[config.mk]
export PLATFORM = sky130hd
export DESIGN_NAME = s2x_queue
export DESIGN_NICKNAME = d
export VERILOG_FILES = /design/src/s2x_pkg.sv /design/src/s2x_queue.sv
export SDC_FILE = /design/constraint.sdc
export NUM_CORES = 1
export LEC_CHECK = 0
export ABC_AREA = 1
export BUFFER_PORTS_ARGS = -buffer_cell sky130_fd_sc_hd__buf_2
export CAP_MARGIN = 0
export CORE_MARGIN = 1
export CORE_UTILIZATION = 45
export DETAILED_ROUTE_END_ITERATION = 12
export MAX_ROUTING_LAYER = met4
export PLACE_DENSITY_LB_ADDON = 0.3
export SLEW_MARGIN = 40
export SYNTH_ARGS = -nofsm -noshare
export SYNTH_HDL_FRONTEND = slang
export SYNTH_SLANG_ARGS = --single-unit
export TNS_END_PERCENT = 5
[constraint.sdc]
create_clock -name i_clk -period 6.32 [get_ports i_clk]
set_clock_uncertainty 0.15 [all_clocks]
set_input_delay 0.948 -clock i_clk [delete_from_list [all_inputs] [get_ports i_clk]]
set_output_delay 0.948 -clock i_clk [all_outputs]
set_load 0.01 [all_outputs]
[src/s2x_pkg.sv]
// shared types, constants and the corner rule for the 2x pixel upscaler
`default_nettype none

package s2x_pkg;

    // geometry
    localparam int MAX_WIDTH  = 1024;
    localparam int MAX_HEIGHT = 4096;
    localparam int COL_W      = $clog2(MAX_WIDTH);
    localparam int ROW_W      = $clog2(MAX_HEIGHT);
    localparam int PIX_W      = 24;

    // configuration registers
    localparam int CFG_WIDTH_W  = 11;
    localparam int CFG_HEIGHT_W = 13;
    localparam int CFG_DATA_W   = 13;
    localparam int CFG_IDX_W    = 1;
    localparam logic [CFG_IDX_W-1:0] CFG_IDX_WIDTH  = 1'b0;
    localparam logic [CFG_IDX_W-1:0] CFG_IDX_HEIGHT = 1'b1;
    localparam logic [CFG_WIDTH_W-1:0]  CFG_WIDTH_RESET  = 11'd1024;
    localparam logic [CFG_HEIGHT_W-1:0] CFG_HEIGHT_RESET = 13'd768;

    // compare domains wide enough for both the register and the limit
    localparam int EW_W = (CFG_WIDTH_W > COL_W + 1) ? CFG_WIDTH_W : COL_W + 1;
    localparam int EH_W = (CFG_HEIGHT_W > ROW_W + 1) ? CFG_HEIGHT_W : ROW_W + 1;
    localparam logic [EW_W-1:0] MAX_W_VAL = EW_W'(MAX_WIDTH);
    localparam logic [EH_W-1:0] MAX_H_VAL = EH_W'(MAX_HEIGHT);

    // job queue between front and back
    localparam int QUEUE_DEPTH = 4;
    localparam int QPTR_W      = $clog2(QUEUE_DEPTH);
    localparam int QCNT_W      = $clog2(QUEUE_DEPTH + 1);

    typedef logic [PIX_W-1:0] t_pix;

    // which blocks a source pixel releases, and the clamp conditions
    typedef struct packed {
        logic emit_up;      // block of the row above, also row >= 1
        logic emit_left;    // last row: block to the left
        logic emit_corner;  // last row, last column: own block, end of frame
        logic col_ge1;
        logic col_ge2;
        logic rgt_ok;       // column + 1 lies inside the row
        logic row_ge2;
    } t_flags;

    // one classified source pixel with every neighbour it needs
    typedef struct packed {
        logic [COL_W-1:0] col;
        logic [ROW_W-1:0] row;
        t_flags           flags;
        t_pix             ctr;   // row above, this column
        t_pix             top;   // two rows above, this column
        t_pix             rgt;   // row above, next column
        t_pix             pix;   // incoming pixel
        t_pix             ctr1;  // row above, previous column
        t_pix             pix1;  // previous pixel of this row
        t_pix             pix2;  // pixel before that
    } t_job;

    typedef struct packed {
        logic stage_valid;
        logic push;
    } t_front_stat;

    typedef struct packed {
        t_pix tl;
        t_pix tr;
        t_pix bl;
        t_pix br;
    } t_quad;

    // corner rule on exact colour equality
    function automatic t_quad scale2x(input t_pix c, input t_pix t, input t_pix l,
                                      input t_pix r, input t_pix b);
        t_quad q;
        q.tl = c;
        q.tr = c;
        q.bl = c;
        q.br = c;
        if (l != r && t != b) begin
            if (t == l) q.tl = t;
            if (t == r) q.tr = t;
            if (b == l) q.bl = b;
            if (b == r) q.br = b;
        end
        return q;
    endfunction

endpackage

`default_nettype wire

[src/s2x_queue.sv]
// short job queue that decouples pixel classification from block output
`default_nettype none

module s2x_queue (
    input  logic                     i_clk,
    input  logic                     i_rst_n,
    input  logic                     i_push,
    input  s2x_pkg::t_job            i_push_job,
    input  logic                     i_pop,
    output s2x_pkg::t_job            o_head,
    output logic                     o_head_valid,
    output logic [s2x_pkg::QCNT_W-1:0] o_count
);
    import s2x_pkg::*;

    t_job              r_slot [QUEUE_DEPTH];
    logic [QPTR_W-1:0] r_wr_ptr;
    logic [QPTR_W-1:0] r_rd_ptr;
    logic [QCNT_W-1:0] r_count;
    logic [QPTR_W-1:0] n_wr_ptr;
    logic [QPTR_W-1:0] n_rd_ptr;

    // pointer wrap for any depth
    always_comb begin
        if (r_wr_ptr == QPTR_W'(QUEUE_DEPTH - 1)) n_wr_ptr = '0;
        else n_wr_ptr = r_wr_ptr + QPTR_W'(1);
        if (r_rd_ptr == QPTR_W'(QUEUE_DEPTH - 1)) n_rd_ptr = '0;
        else n_rd_ptr = r_rd_ptr + QPTR_W'(1);
    end

    // pointers and fill level
    always_ff @(posedge i_clk) begin
        if (!i_rst_n) begin
            r_wr_ptr <= '0;
            r_rd_ptr <= '0;
            r_count  <= '0;
        end else begin
            if (i_push) r_wr_ptr <= n_wr_ptr;
            if (i_pop) r_rd_ptr <= n_rd_ptr;
            if (i_push && !i_pop) r_count <= r_count + QCNT_W'(1);
            else if (!i_push && i_pop) r_count <= r_count - QCNT_W'(1);
        end
    end

    // job storage
    always_ff @(posedge i_clk) begin
        if (i_push) r_slot[r_wr_ptr] <= i_push_job;
    end

    assign o_head       = r_slot[r_rd_ptr];
    assign o_head_valid = (r_count != '0);
    assign o_count      = r_count;

endmodule

`default_nettype wire

# [After elaboration in Yosys (flattened, before gate mapping)]
# Memories as Yosys holds them, arrays and structs flattened. A register that Yosys moved wholly into a read port is not among the register bits.
# Cells that the tools add are included.
[totals] mem_count=1 ff_bits=7 ram_bits=788 out_inout_bits=201 latch_bits=0 mem_bits_ro=0
[op_classes] div=0 n_eq_ne=2 shift=0 muxes=8 reduce_logical=6 order_cmp=0 add_sub_neg=4 n_bitwise=0 n_mul=0
[memory_table] memory="r_slot" words=4 width=197 rd=1 rd_clocked_by_memory_dff=1 wr=1 line_no="s2x_queue.sv:16" source="t_job r_slot [QUEUE_DEPTH];"
[ops] operator="2-bit two-way mux" n=4
[ops] operator="3-bit two-way mux" n=2
[ops] operator="2-bit by 1-bit adder with 2-bit output, second input constant" n=2
[ops] operator="2-bit equality test, second input constant" n=2
[ops] operator="3-bit by 1-bit adder with 3-bit output, second input constant" n=1
[ops] operator="3-bit nonzero test" n=1
[ops] operator="3-bit by 1-bit subtractor with 3-bit output, second input constant" n=1
[ops] operator="1-bit logical AND" n=2
[ops] operator="1-bit zero test" n=2
[ops] operator="1-bit two-way mux" n=2
[ops] operator="2-bit nonzero test" n=1

# [Logic depth before layout (Yosys ltp)]
[depth] word_depth=4 depth_mapped=10 mapped_depth_nobuf=10

# [Least setup slack after synthesis]
# Ideal clock, no wire load.
[synth_timing] kind="input to register" from="input i_push" to="memory r_slot[3][0] in the netlist's numbering, enable pin" setup_ns=0.549 t_required_ns=5.621 stages=2 arrival_ns=4.769 setup_slack_ns=0.853 cell_sequence="nand2_1 inv_1"
[synth_between] elab_chain_cells=2
[synth_lines] element="from (decl)" line_no="s2x_queue.sv:7" source="input logic i_push,"
[synth_lines] element="1-bit two-way mux" line_no="s2x_queue.sv:47" source="if (i_push) r_slot[r_wr_ptr] <= i_push_job;"
[synth_lines] element="1-bit two-way mux (not written as such)" line_no="s2x_queue.sv:47"
[synth_lines] element="to (decl)" line_no="s2x_queue.sv:16"
# No other way between the ends.

==> run metrics <==
run status finished clean; cts bufs inserted 82; top-count cell post-synth edfxtp_1; Hold Violations, Final 0; crit end category primary output; First-pass DRT Iterations 5; slowest stage delay, CP 610 ps; setup ws final 2020 ps; Pwr Density roughly 340 nW/um2; hold path start i_push_job[113]; Netlist cell types 24; initial antenna violation count 14; drt wl/cell 20.1 um; RSZ-0062 raised after global routing false; Synth Area in Simple Gates 0.0527; worst-margin pin slew 902 ps; H-tree depth 3; Reg clk slew, reported paths 60 ps; fin crit period 4300 ps; flop-to-flop setup slack 3700 ps; core area 64900 um2; Area contributors post-synth edfxtp_1, nor2_1, o21ai_0; biggest area consumer among synthesized cells edfxtp_1; Synth Area in XOR/XNOR 0.000294; GR Overflow Total 0; worst skew pair latency 610 ps; Tcrit/Tclk final 0.680; clock tree buffer depth 3; clock sink total 797; Post-synth EDFFs between 700 and 800; Rel. slew slack 0.399; nets 2543; Max Slew Vio Count 0; sequential share of the synthesized area 0.801; RR Startpoint r_wr_ptr[1]; DR vias roughly 18000; root buf cell clkbuf_16; Multi-input gate area slightly below 5000 um2; Arr. time, crit path 3200 ps; port bufs 401; fraction of synthesized area in multiplexers 0; Resized cells post-CTS 0; hold worst-path end r_slot[3][113]; LEAKAGE 12.0 nW; CP Cell Sequence inv_16 -> buf_12 -> o21ai_0 -> o22ai_1 -> buf_2; setup_tns 0 ps; Site Rows 93; Synth Area in Compound Gates 0.109; Hold Crit Class primary input to flip-flop; share of cells above drive strength 1 0.224; residual DRC count 0; # Post-CTS Setup Buffers 0; Initial Util 0.458; worst vdd ir 0.000248 V; CTS Hold Bufs 0; vias in the first global route 17621; Worst R2R Path Depth 6; Total GRT Usage 0.197; dpl hpwl between 30000 and 40000 um; adder-cell share of the synthesized area 0.00320; largest family of logic cells by synthesized area compound AO/OA/AOI/OAI gates; TritonCTS clock tree built; Max Cap Viol 0; WS Path Type flip-flop to primary output; Final Setup Violations 0; Worst setup SP type flip-flop; largest net degree at the start of global routing 205; Ys Warns 0; vias per cell approximately 5.4; Hold Crit Depth 1; Critical Path RT 5220 ps; register area roughly 24000 um2; final antenna-violating net count 0; Synth top cells by count edfxtp_1, nor2_1, o21ai_0; first-pass GRT wire length approximately 99000 um; Cell Area, Synth 29800 um2; Synth Flop Type edfxtp_1; fill count 5284; Crit path buffers/inverters 3; gate count after technology mapping 1964; Async S/R FF share, synth 0; crit path max fanout 204; Mapped Nets 2172; Layout area overhead 17.0%; die width ~260 um; achievable clock frequency 233 MHz; Crit path max-delay family buffers and inverters; Max stage delay cell, worst path buf_12; Setup WS pre-CTS 2630 ps; Synth top area share 0.795; Post-Route WL between 60000 and 70000 um; Final GP Congestion 0.765; mean post-synth cell area roughly 15 um2; initial DRC count around 1400; die area 67200 um2; Vert. Die Dim 259 um; RR Endpoint r_slot[1][22]; Synth Register Bits 797; I/O pin count 402
## area by class of cell
cell class	instances	area share
flip-flops and latches	797	0.685
multi-input cells	1021	0.141
repair buffers	417	0.0650
clock buffers	99	0.0620
well taps	855	0.0307
clock inverters	47	0.0117
inverters	16	0.00341
diodes	14	0.00101
## cells by family (layout without fill, tap and decap cells)
group / count (synthesis) / after routing
XOR/XNOR: 1 / 1
adder cells (fa/ha/maj): 7 / 7
AO/OA/AOI/OAI: 597 / 597
buffers and inverters: 146 / 579
AND/OR/NAND/NOR: 416 / 416
other: 0 / 14
flip-flops: 797 / 797
## flip-flops by register name (all words and copies together) (netlist names), named ones only
signal and cells:
r_rd_ptr 2, o_count 3, r_slot 788, r_wr_ptr 2
## cells in the final DEF (no fill, tap or decap), types with 9 or more instances in the layout
master / n
o21ai_1: 140
inv_1: 10
nand2_1: 9
clkbuf_16: 84
diode_2: 14
o22ai_1: 197
nor2_1: 403
buf_2: 401
clkinv_2: 13
clkinv_1: 18
clkbuf_1: 15
o21ai_0: 257
edfxtp_1: 788
## per-layer routing
| metal | routed length (um) | vias up | GRT usage |
|---|---|---|---|
| li1 | - | 8237 | - |
| met1 | 26200 | 8764 | 0.234 |
| met2 | 33400 | 567 | 0.326 |
| met3 | 4710 | 104 | 0.0491 |
| met4 | 1530 | 0 | 0.0658 |
| met5 | 0 | - | - |
## how the worst max path moves through the flow
stage	start	end	slack (ps)	depth (start not counted)
after floorplan	i_push	r_slot[3][0]	850	2
after global placement	flip-flop	o_head[195]	2660	5
after detailed placement	flip-flop	o_head[195]	2630	5
after CTS	flip-flop	o_head[195]	1960	5
after global routing	flip-flop	o_head[39]	1730	5
final	flip-flop	o_head[195]	2020	5
## through the flow
stage                     hold slack [ps]  cell area [um2]  cells  utilization  total power [mW]
after floorplan                       340            29800   1964            -              6.88
after global routing                  358            34800   3266        0.536              12.2
after detailed placement              386            32100   3104        0.495              7.33
after CTS                             344            34700   3250        0.535              11.9
after global placement                357            32100   3103        0.495              7.29
final                                 392            34800   3266        0.536              11.8
## report_power, final
| part | switching (mW) | internal, mW | total [mW] | leakage (nW) |
|---|---|---|---|---|
| logic | 0.745 | 0.354 | 1.10 | 3.45 |
| clock network | 1.92 | 2.65 | 4.57 | 1.24 |
| registers | 0.0620 | 6.05 | 6.11 | 7.31 |
No activity file was read; power rests on OpenSTA's default activity.
