--- config.mk ---
export PLATFORM = sky130hd
export DESIGN_NAME = s2x_back
export DESIGN_NICKNAME = d
export VERILOG_FILES = /design/src/s2x_pkg.sv /design/src/s2x_back.sv
export SDC_FILE = /design/constraint.sdc
export NUM_CORES = 1
export LEC_CHECK = 0
export BUFFER_PORTS_ARGS = -buffer_cell sky130_fd_sc_hd__buf_4
export CAP_MARGIN = 0
export CORE_AREA = 3 3 160 162
export CTS_CLUSTER_DIAMETER = 60
export DETAILED_ROUTE_END_ITERATION = 7
export DIE_AREA = 0 0 163 165
export GPL_TIMING_DRIVEN = 0
export HOLD_SLACK_MARGIN = 0.15
export MAX_ROUTING_LAYER = met4
export PLACE_DENSITY = 0.76
export SLEW_MARGIN = 0
export SYNTH_ARGS = -nofsm -noshare
export SYNTH_HDL_FRONTEND = slang
export SYNTH_SLANG_ARGS = --single-unit
--- constraint.sdc ---
create_clock -name i_clk -period 10.2 [get_ports i_clk]
set_input_delay 0.51 -clock i_clk [delete_from_list [all_inputs] [get_ports i_clk]]
set_output_delay 0.51 -clock i_clk [all_outputs]
set_load 0.02 [all_outputs]
--- src/s2x_pkg.sv ---
// shared types, constants and the corner rule for the 2x pixel upscaler
`default_nettype none

package s2x_pkg;

    // geometry
    localparam int MAX_WIDTH  = 1024;
    localparam int MAX_HEIGHT = 4096;
    localparam int COL_W      = $clog2(MAX_WIDTH);
    localparam int ROW_W      = $clog2(MAX_HEIGHT);
    localparam int PIX_W      = 24;

    // configuration registers
    localparam int CFG_WIDTH_W  = 11;
    localparam int CFG_HEIGHT_W = 13;
    localparam int CFG_DATA_W   = 13;
    localparam int CFG_IDX_W    = 1;
    localparam logic [CFG_IDX_W-1:0] CFG_IDX_WIDTH  = 1'b0;
    localparam logic [CFG_IDX_W-1:0] CFG_IDX_HEIGHT = 1'b1;
    localparam logic [CFG_WIDTH_W-1:0]  CFG_WIDTH_RESET  = 11'd1024;
    localparam logic [CFG_HEIGHT_W-1:0] CFG_HEIGHT_RESET = 13'd768;

    // compare domains wide enough for both the register and the limit
    localparam int EW_W = (CFG_WIDTH_W > COL_W + 1) ? CFG_WIDTH_W : COL_W + 1;
    localparam int EH_W = (CFG_HEIGHT_W > ROW_W + 1) ? CFG_HEIGHT_W : ROW_W + 1;
    localparam logic [EW_W-1:0] MAX_W_VAL = EW_W'(MAX_WIDTH);
    localparam logic [EH_W-1:0] MAX_H_VAL = EH_W'(MAX_HEIGHT);

    // job queue between front and back
    localparam int QUEUE_DEPTH = 4;
    localparam int QPTR_W      = $clog2(QUEUE_DEPTH);
    localparam int QCNT_W      = $clog2(QUEUE_DEPTH + 1);

    typedef logic [PIX_W-1:0] t_pix;

    // which blocks a source pixel releases, and the clamp conditions
    typedef struct packed {
        logic emit_up;      // block of the row above, also row >= 1
        logic emit_left;    // last row: block to the left
        logic emit_corner;  // last row, last column: own block, end of frame
        logic col_ge1;
        logic col_ge2;
        logic rgt_ok;       // column + 1 lies inside the row
        logic row_ge2;
    } t_flags;

    // one classified source pixel with every neighbour it needs
    typedef struct packed {
        logic [COL_W-1:0] col;
        logic [ROW_W-1:0] row;
        t_flags           flags;
        t_pix             ctr;   // row above, this column
        t_pix             top;   // two rows above, this column
        t_pix             rgt;   // row above, next column
        t_pix             pix;   // incoming pixel
        t_pix             ctr1;  // row above, previous column
        t_pix             pix1;  // previous pixel of this row
        t_pix             pix2;  // pixel before that
    } t_job;

    typedef struct packed {
        logic stage_valid;
        logic push;
    } t_front_stat;

    typedef struct packed {
        t_pix tl;
        t_pix tr;
        t_pix bl;
        t_pix br;
    } t_quad;

    // corner rule on exact colour equality
    function automatic t_quad scale2x(input t_pix c, input t_pix t, input t_pix l,
                                      input t_pix r, input t_pix b);
        t_quad q;
        q.tl = c;
        q.tr = c;
        q.bl = c;
        q.br = c;
        if (l != r && t != b) begin
            if (t == l) q.tl = t;
            if (t == r) q.tr = t;
            if (b == l) q.bl = b;
            if (b == r) q.br = b;
        end
        return q;
    endfunction

endpackage

`default_nettype wire

--- src/s2x_back.sv ---
// back end: walks the blocks of each job and drives the output register
`default_nettype none

module s2x_back (
    input  logic                       i_clk,
    input  logic                       i_rst_n,
    input  s2x_pkg::t_job              i_head,
    input  logic                       i_head_valid,
    output logic                       o_pop,
    output logic                       o_out_valid,
    input  logic                       i_out_stall,
    output logic [s2x_pkg::COL_W-1:0]  o_block_x,
    output logic [s2x_pkg::ROW_W-1:0]  o_block_y,
    output logic [s2x_pkg::PIX_W-1:0]  o_top_left,
    output logic [s2x_pkg::PIX_W-1:0]  o_top_right,
    output logic [s2x_pkg::PIX_W-1:0]  o_bottom_left,
    output logic [s2x_pkg::PIX_W-1:0]  o_bottom_right,
    output logic                       o_frame_end
);
    import s2x_pkg::*;

    logic [2:0]       r_done;
    logic [2:0]       n_done;
    logic             r_valid;
    logic [COL_W-1:0] r_x;
    logic [ROW_W-1:0] r_y;
    t_quad            r_quad;
    logic             r_fend;

    logic [2:0]       emit;
    logic [2:0]       rem;
    logic [2:0]       pick;
    logic             can_load;
    logic             load;
    t_pix             nc, nt, nl, nr, nb;
    logic [COL_W-1:0] sel_x;
    logic [ROW_W-1:0] sel_y;
    logic             sel_fend;
    t_quad            quad;

    // choose the next block of the head job: upper, then left, then corner
    always_comb begin
        emit     = {i_head.flags.emit_corner, i_head.flags.emit_left, i_head.flags.emit_up};
        rem      = emit & ~r_done;
        can_load = !r_valid || !i_out_stall;
        load     = can_load && i_head_valid && (rem != 3'b000);
        if (rem[0]) pick = 3'b001;
        else if (rem[1]) pick = 3'b010;
        else pick = 3'b100;
        o_pop    = load && ((rem & ~pick) == 3'b000);
        if (o_pop) n_done = 3'b000;
        else if (load) n_done = r_done | pick;
        else n_done = r_done;
    end

    // neighbour selection with edge clamping
    always_comb begin
        if (rem[0]) begin
            nc       = i_head.ctr;
            nt       = i_head.flags.row_ge2 ? i_head.top : i_head.ctr;
            nl       = i_head.flags.col_ge1 ? i_head.ctr1 : i_head.ctr;
            nr       = i_head.flags.rgt_ok ? i_head.rgt : i_head.ctr;
            nb       = i_head.pix;
            sel_x    = i_head.col;
            sel_y    = i_head.row - ROW_W'(1);
            sel_fend = 1'b0;
        end else if (rem[1]) begin
            nc       = i_head.pix1;
            nt       = i_head.flags.emit_up ? i_head.ctr1 : i_head.pix1;
            nl       = i_head.flags.col_ge2 ? i_head.pix2 : i_head.pix1;
            nr       = i_head.pix;
            nb       = i_head.pix1;
            sel_x    = i_head.col - COL_W'(1);
            sel_y    = i_head.row;
            sel_fend = 1'b0;
        end else begin
            nc       = i_head.pix;
            nt       = i_head.flags.emit_up ? i_head.ctr : i_head.pix;
            nl       = i_head.flags.col_ge1 ? i_head.pix1 : i_head.pix;
            nr       = i_head.pix;
            nb       = i_head.pix;
            sel_x    = i_head.col;
            sel_y    = i_head.row;
            sel_fend = 1'b1;
        end
        quad = scale2x(nc, nt, nl, nr, nb);
    end

    // sequencing state and output register
    always_ff @(posedge i_clk) begin
        if (!i_rst_n) begin
            r_done  <= 3'b000;
            r_valid <= 1'b0;
        end else begin
            r_done <= n_done;
            if (can_load) r_valid <= load;
        end
        if (load) begin
            r_x    <= sel_x;
            r_y    <= sel_y;
            r_quad <= quad;
            r_fend <= sel_fend;
        end
    end

    assign o_out_valid    = r_valid;
    assign o_block_x      = r_x;
    assign o_block_y      = r_y;
    assign o_top_left     = r_quad.tl;
    assign o_top_right    = r_quad.tr;
    assign o_bottom_left  = r_quad.bl;
    assign o_bottom_right = r_quad.br;
    assign o_frame_end    = r_fend;

endmodule

`default_nettype wire

# Word-level counts from Yosys, hierarchy flattened
# Cells that the tools add are included.
[totals]
wordCells = 59
output_inout_bits = 121
ff_bits = 123
in_bits = 201
[classes]
mux = 26
n_bitwise = 6
n_eq_ne = 6
add_sub_neg = 2
n_reduce_logical = 10
[ops]
columns = ["op", "n"]
rows = [
  ["$mux W24", 19],
  ["$eq A24 B24 Y1", 4],
  ["$mux W96", 1],
  ["$ne A24 B24 Y1", 2],
  ["$mux W10", 2],
  ["$mux W12", 1],
  ["$sub A12 B1 Y12 const B", 1],
  ["$sub A10 B1 Y10 const B", 1],
  ["$and A3 B3 Y3", 2],
  ["$mux W3", 2],
  ["$not A3 Y3", 2],
  ["$logic_and A1 B1 Y1", 4],
  ["$logic_not A3 Y1", 1],
  ["$or A3 B3 Y3", 1],
  ["$reduce_bool A3 Y1", 1],
  ["$logic_not A1 Y1", 2],
  ["$reduce_or A2 Y1", 1],
  ["$logic_or A1 B1 Y1", 1],
  ["$mux W1", 1],
  ["$not A1 Y1", 1],
]

# Logic depth before layout (Yosys ltp)
# Gate-level depths: netlist of the first run.
[logic_depth]
depth_word = 9
mapped_depth = 14
depth_no_buf = 10

# Worst setup path after synthesis of the first run
# No wires, ideal clock.
[synth_path]
path_kind = "in2out"
start = "in i_head[173] (netlist name)"
end = "out o_pop"
cell_stages = 9
setup_slack_ns = 1.696
required_time_ns = 9.690
n_path_buf = 4
arrival_ns = 7.994
path_cell_list = "nand2b_1 -> buf_6 -> buf_6 -> buf_2 -> buf_2 -> nand2_1 -> o21ai_0 -> a21oi_1 -> a21boi_0"
[synth_between]
word_cells_on_any_way = 9
cone_classes = "2 x mux; 3 x bitwise; 4 x reduce/logical"
[synth_rtl]
columns = ["element", "line_no", "text"]
rows = [
  ["start: declaration", "s2x_back.sv:7", "input s2x_pkg::t_job i_head,"],
  ["$and A3 B3 Y3", "s2x_back.sv:44", "rem = emit & ~r_done;"],
  ["$reduce_bool A3 Y1", "s2x_back.sv:46", "load = can_load && i_head_valid && (rem != 3'b000);"],
  ["$logic_and A1 B1 Y1", "s2x_back.sv:46", ""],
  ["named net load", "s2x_back.sv:34", "logic load;"],
  ["$logic_and A1 B1 Y1", "s2x_back.sv:50", "o_pop = load && ((rem & ~pick) == 3'b000);"],
  ["end: declaration", "s2x_back.sv:9", "output logic o_pop,"],
]
# The timed path passes the listed nets, and every way through them passes these cells.

==> results.md, run 1 <==
- Outcome: finished, violations left
- Violated checks: DRC
- Drt first-iter violations: 1309
- DR WL/cell: 30.8 um
- Syn Std Cell Area: 10800 um2
- Die width: 163 um
- Sink Count: 123
- Num rows: 57
- Post-CTS setup buffers: 0
- Worst vdd ir: 0.118 mV
- Via density: 6.39
- Slew @ Worst Pin: 1.09 ns
- Cts hold-fix bufs: 0
- Synth Instances: 1022
- Simple-gate share of the synthesized area: 10.6%
- Hold WS: 0.338 ns
- Pwr dens: 143 nW/um2
- Post-synthesis sequential area ratio: 33.7%
- Syn Area/Cell: 10.6 um2
- Rel. slew slack: 27.3%
- Vias: 10800
- Final Max Tran Viols: 0
- Startpoint Class: flip-flop
- Setup violators final: 0
- Crit path max fanout: 10
- CORE AREA: 24200 um2
- Resize count post-CTS: 0
- ANT nets after route: 0
- Tot GR Track Use: 39.0%
- Post-synth cell types: 66
- Area growth syn-to-layout: 32.0%
- Min Clock Period, post-route: 4.14 ns
- Final net count: 1564
- Final wirelength: 52.3 mm
- Ys flop type: edfxtp_1
- Setup repair after global routing missed its margin: no
- Yosys reg bits: 123
- R2r setup slk: 6.06 ns
- Non-Filler Cell Area, Final: 14300 um2
- Post-synthesis compound-gate area fraction: 14.3%
- Largest family of logic cells by synthesized area: multiplexers
- Share of cells above drive strength 1: 33.9%
- Die height: 165 um
- CTS tree: built
- Largest net degree at the start of global routing: 36
- Fmax: 242 MHz
- Worst hold path type: primary input to flip-flop
- Worst skew pair latency: 0.44 ns
- Multi-input logic area: 6570 um2
- GRT overflow: 0
- Syn. warnings: 0
- ANT cells: 0
- Vias in the first global route: 10600
- DP HPWL: 40.3 mm
- Worst setup EP type: flip-flop
- DR DRC count: 2
- Mux share of post-synthesis cell area: 22.1%
- Adder-cell area share of the yosys netlist: 0.231%
- Worst EP arrival: 4.27 ns
- Initial Util: 44.7%
- CTS buffer count: 17
- Clock Skew: 0.0164 ns
- H-tree levels: 4
- Async SR Flop Fraction: 0%
- Filler Cells Inserted: 2149
- Seq. cell area: 3650 um2
- CP required: 10.34 ns
- Tot Pwr: 0.00205 W
- Setup_tns: 0 ns
- Final core occ: 59.0%
- Max_cap viols: 0
- # IOs: 322
- Tcrit/Tclk final: 40.6%
- Leakage: 6.39 nW
- Placement Cell Area: 13700 um2
- Max Root-Sink Buffers: 2
- Syn_nets: 1225
- Drt first pass iters: 8
- Root Driver: clkbuf_16
- Xor/xnor share of the synthesized area: 13.3%
- Worst Path Class, Setup: flip-flop to flip-flop
- Die area: 26900 um2
- Initial antenna violation count: 2
- Wire length of the first global-routing pass: 72.7 mm
- Final Hold Fails: 0
- GPL Wtd Cong: 1.11
- EDFF count, synth: 119
- Clk slew on worst S/H paths: 0.07 ns
- Port bufs: 316
==> report_power, final <==
part           switching, W  total [W]  internal (W)
clock network      0.000264   0.000649      0.000385
logic              0.000474   0.000774      0.000300
registers         0.0000124   0.000625      0.000612
total              0.000750    0.00205       0.00130
==> metal layers <==
metal,global-route usage [%],vias up,wire (um),part of all wire (%)
met1,50.8,5282,21400,41
met3,9.20,145,5520,11
li1,-,4589,-,-
met4,14.6,0,2070,4.0
met2,59.3,830,23400,45
met5,-,-,0,0
==> through the flow <==
step | worst slack [ns] | instances
after floorplan | 1.70 | 1022
after global placement | -1.17 | 1662
after detailed placement | 5.94 | 1666
after CTS | 6.21 | 1697
after global routing | 5.98 | 1697
final | 6.06 | 1697
==> cell usage after synthesis (13+ instances only) <==
library cell	count	area (um2)
buf_2	20	100
nand4_1	26	163
a21oi_1	62	310
mux2i_2	24	330
mux2i_1	193	1930
o22a_1	24	210
xor2_1	45	394
a221oi_1	48	420
nand3_1	17	85.1
buf_4	13	97.6
buf_6	14	158
a211oi_1	14	105
edfxtp_1	119	3570
nor2_1	32	120
nor2b_1	14	87.6
nand2_1	77	289
xnor2_1	119	1040
==> layout by cell type (no fill, tap or decap), types with 26 or more instances in the layout <==
master,Yosys,layout
nand4_1,26,26
a21oi_1,62,61
nand2_1,77,77
mux2i_1,193,193
xnor2_1,119,119
xor2_1,45,45
a221oi_1,48,48
nor2_1,32,32
buf_4,13,329
edfxtp_1,119,119
==> state kept, by name, summed over array words and instances (netlist names) <==
signal,cells
o_top_right,24
o_bottom_left,24
o_out_valid,1
o_block_y,12
o_bottom_right,24
r_done,3
o_frame_end,1
o_top_left,24
o_block_x,10
==> final timing paths <==
check,start,end,cells after the start
setup / recovery,r_done[0]$_SDFFE_PP0P_,o_bottom_right[13]$_DFFE_PP_,12
hold / removal,i_rst_n,r_done[2]$_SDFFE_PP0P_,2
setup reg to reg,r_done[0]$_SDFFE_PP0P_,o_bottom_right[13]$_DFFE_PP_,12
hold reg to reg,r_done[2]$_SDFFE_PP0P_,r_done[2]$_SDFFE_PP0P_,1
==> kinds of logic (layout without fill, tap and decap cells) <==
| logic type | Yosys count | after routing |
|---|---|---|
| xor+xnor | 164 | 164 |
| fa+ha+maj | 2 | 2 |
| flops | 123 | 123 |
| mux | 229 | 229 |
| simple gates | 214 | 214 |
| compound gates | 210 | 210 |
| buf+inv | 80 | 431 |
==> critical path: stages, from the launching register on <==
cell      delay, ns
dfxtp_1        0.40
nand2b_2       0.20
buf_6          0.21
buf_6          0.26
buf_2          0.43
nor2_1         0.11
a21oi_2        0.27
xnor2_1        0.18
nand4_1        0.18
nor4_1         0.76
nand4_4        0.40
buf_12         0.28
mux2i_1        0.12
==> area by class of cell <==
cell class / instances / share of cell area (%)
Inverter: 7 / 0.184
Sequential cell: 123 / 25.5
Buffer: 73 / 4.16
Clock buffer: 18 / 3.00
Timing Repair Buffer: 320 / 17.1
Clock inverter: 13 / 1.18
Multi-Input combinational cell: 819 / 46.0
Tap cell: 324 / 2.83
Note: power is estimated with default switching activity, not from simulation.
==> run 2, diff against run 1 <==
Clock period 10.2 ns to 4 ns, I/O delays scaled along.
==> run 2 against run 1 <==
Net effect:
- the flow finishes with violations (setup timing)
- critical path depth stayed put
- sequential share of layout area fell by 0.51 points
- cell count up 1.6%
- routed wire length grew 3.7%
- critical endpoint is now o_top_left[19]$_DFFE_PP_
==> results.md, run 2 (synthesis gave the netlist of run 1 again) <==
- Via density: 6.45
- Startpoint Class: flip-flop
- Drt first pass iters: 6
- Final Max Tran Viols: 0
- Worst Setup SP: r_done[1]$_SDFFE_PP0P_
- Area growth syn-to-layout: 34.7%
- Cell depth of the worst flop-to-flop path: 12
- Max_cap viols: 0
- Port bufs: 316
- Worst Path Class, Setup: flip-flop to flip-flop
- Setup violators final: 4
- # IOs: 322
- GRT overflow: 0
- Worst setup path endpoint: o_top_left[19]$_DFFE_PP_
- DR WL/cell: 31.5 um
- Tot GR Track Use: 39.9%
- Tcrit/Tclk final: 101%
- Setup repair after global routing missed its margin: no
- Drt first-iter violations: 1622
- R2R Path End: o_top_left[19]$_DFFE_PP_
- Count of non-filler cells in the finished layout: 1724
- CORE AREA: 24200 um2
- Worst EP arrival: 4.28 ns
- Die area: 26900 um2
- Vias: 11100
- Worst setup EP type: flip-flop
- Sink Count: 123
- Setup WS post-layout: -0.0271 ns
- Most common cell after layout, fill and taps aside: buf_4
- Wire length of the first global-routing pass: 74.3 mm
- GPL Wtd Cong: 1.02
- Share of cells above drive strength 1: 33.9%
- Initial Util: 44.7%
- DP HPWL: 40.9 mm
- Worst r2r src: r_done[1]$_SDFFE_PP0P_
- Vias in the first global route: 10700
- Hold WS: 0.175 ns
- Num rows: 57
- Dpl cells: 1666
- ANT nets after route: 0
- ANT cells: 0
- Worst vdd ir: 0.231 mV
- Violated checks: setup timing
- Min Clock Period, post-route: 4.03 ns
- Pwr dens: 357 nW/um2
- CP required: 4.26 ns
- CTS buffer count: 17
- Filler Cells Inserted: 2073
- Initial antenna violation count: 0
- Largest net degree at the start of global routing: 36
- Final net count: 1590
- Clk slew on worst S/H paths: 0.08 ns
- R2r setup slk: -0.03 ns
- Rel. slew slack: 24.4%
- H-tree levels: 4
- Fmax: 248 MHz
- Slew @ Worst Pin: 1.13 ns
- Final wirelength: 54.3 mm
- Leakage: 6.51 nW
- Die width: 163 um
- Max Root-Sink Buffers: 2
- Final Hold Fails: 0
- DR DRC count: 0
- Die height: 165 um
- Worst hold path type: primary input to flip-flop
- CTS tree: built
- Crit path max fanout: 10
- Most frequent cells in the layout: buf_4, mux2i_1, xnor2_1, edfxtp_1, nand2_1
- Root Driver: clkbuf_16
- Worst skew pair latency: 0.43 ns
- Outcome: finished, violations left
- Clock Skew: 0.0168 ns
run 2: critical path, stage by stage (launching register included):
cell,delay [ns]
dfxtp_2,0.34
nand2b_4,0.12
buf_6,0.15
clkbuf_1,0.79
a221oi_1,0.11
o22a_1,0.37
xnor2_1,0.45
nand4_1,0.15
nor4_1,0.40
a22oi_4,0.21
nand3_4,0.24
buf_8,0.22
mux2i_1,0.25
run 2: area by class of cell:
type                       instances  area, um2  area share [%]
multi-input combinational        819       6620            45.3
sequential                       123       3650            25.0
timing repair buffer             346       2720            18.6
buffer                            73        613            4.20
clock buffer                      17        425            2.91
tap                              324        405            2.78
clock inverter                    15        140           0.960
inverter                           7       26.3           0.180
run 2: timing repair:
action | 4_1_cts | 5_1_grt
buffers inserted | 0 | 0
hold buffers | 26 | 0
gates resized for setup | 0 | 6
endpoints found under the setup margin | 0 | 55
endpoints found under the hold margin | 24 | 0
run 2: power by group:
group	switching, W	internal [W]	leakage, nW
registers	0.0000332	0.00156	1.19
clock network	0.000709	0.000866	0.264
logic	0.00125	0.000787	5.06
total	0.00199	0.00321	6.51
run 2: routing by layer:
layer	global-route usage [%]	wire length (um)	up-vias
met5	-	0	-
met1	51.6	21700	5409
met4	13.2	1820	0
met2	61.2	24500	925
met3	10.4	6240	152
li1	-	-	4640
run 2: worst min path at each step:
| stage | cells after the start | startpoint | endpoint | slack, ns |
|---|---|---|---|---|
| after global placement | 2 | i_rst_n | r_done[2]$_SDFFE_PP0P_ | 0.46 |
| final | 3 | i_head[175] | o_block_y[0]$_DFFE_PP_ | 0.18 |
| after global routing | 3 | i_head[187] | o_block_x[0]$_DFFE_PP_ | 0.17 |
| after floorplan | 2 | i_rst_n | r_done[1]$_SDFFE_PP0P_ | 0.34 |
| after detailed placement | 2 | i_rst_n | r_done[2]$_SDFFE_PP0P_ | 0.47 |
| after CTS | 3 | i_head[187] | o_block_x[0]$_DFFE_PP_ | 0.16 |
run 2: stage by stage:
| stage | util (%) | total power, W | instance area, um2 | setup slack, ns | TNS, ns |
|---|---|---|---|---|---|
| 2_1_floorplan | - | 0.00272 | 10900 | -0.0890 | -0.176 |
| 3_3_place_gp | 56.4 | 0.00354 | 13700 | -0.697 | -53.03 |
| 3_5_place_dp | 56.7 | 0.00356 | 13800 | 0.0851 | 0 |
| 4_1_cts | 60.1 | 0.00512 | 14600 | 0.0327 | 0 |
| 5_1_grt | 60.2 | 0.00532 | 14600 | 0.0307 | 0 |
| 6_report | 60.2 | 0.00521 | 14600 | -0.0271 | -0.0610 |
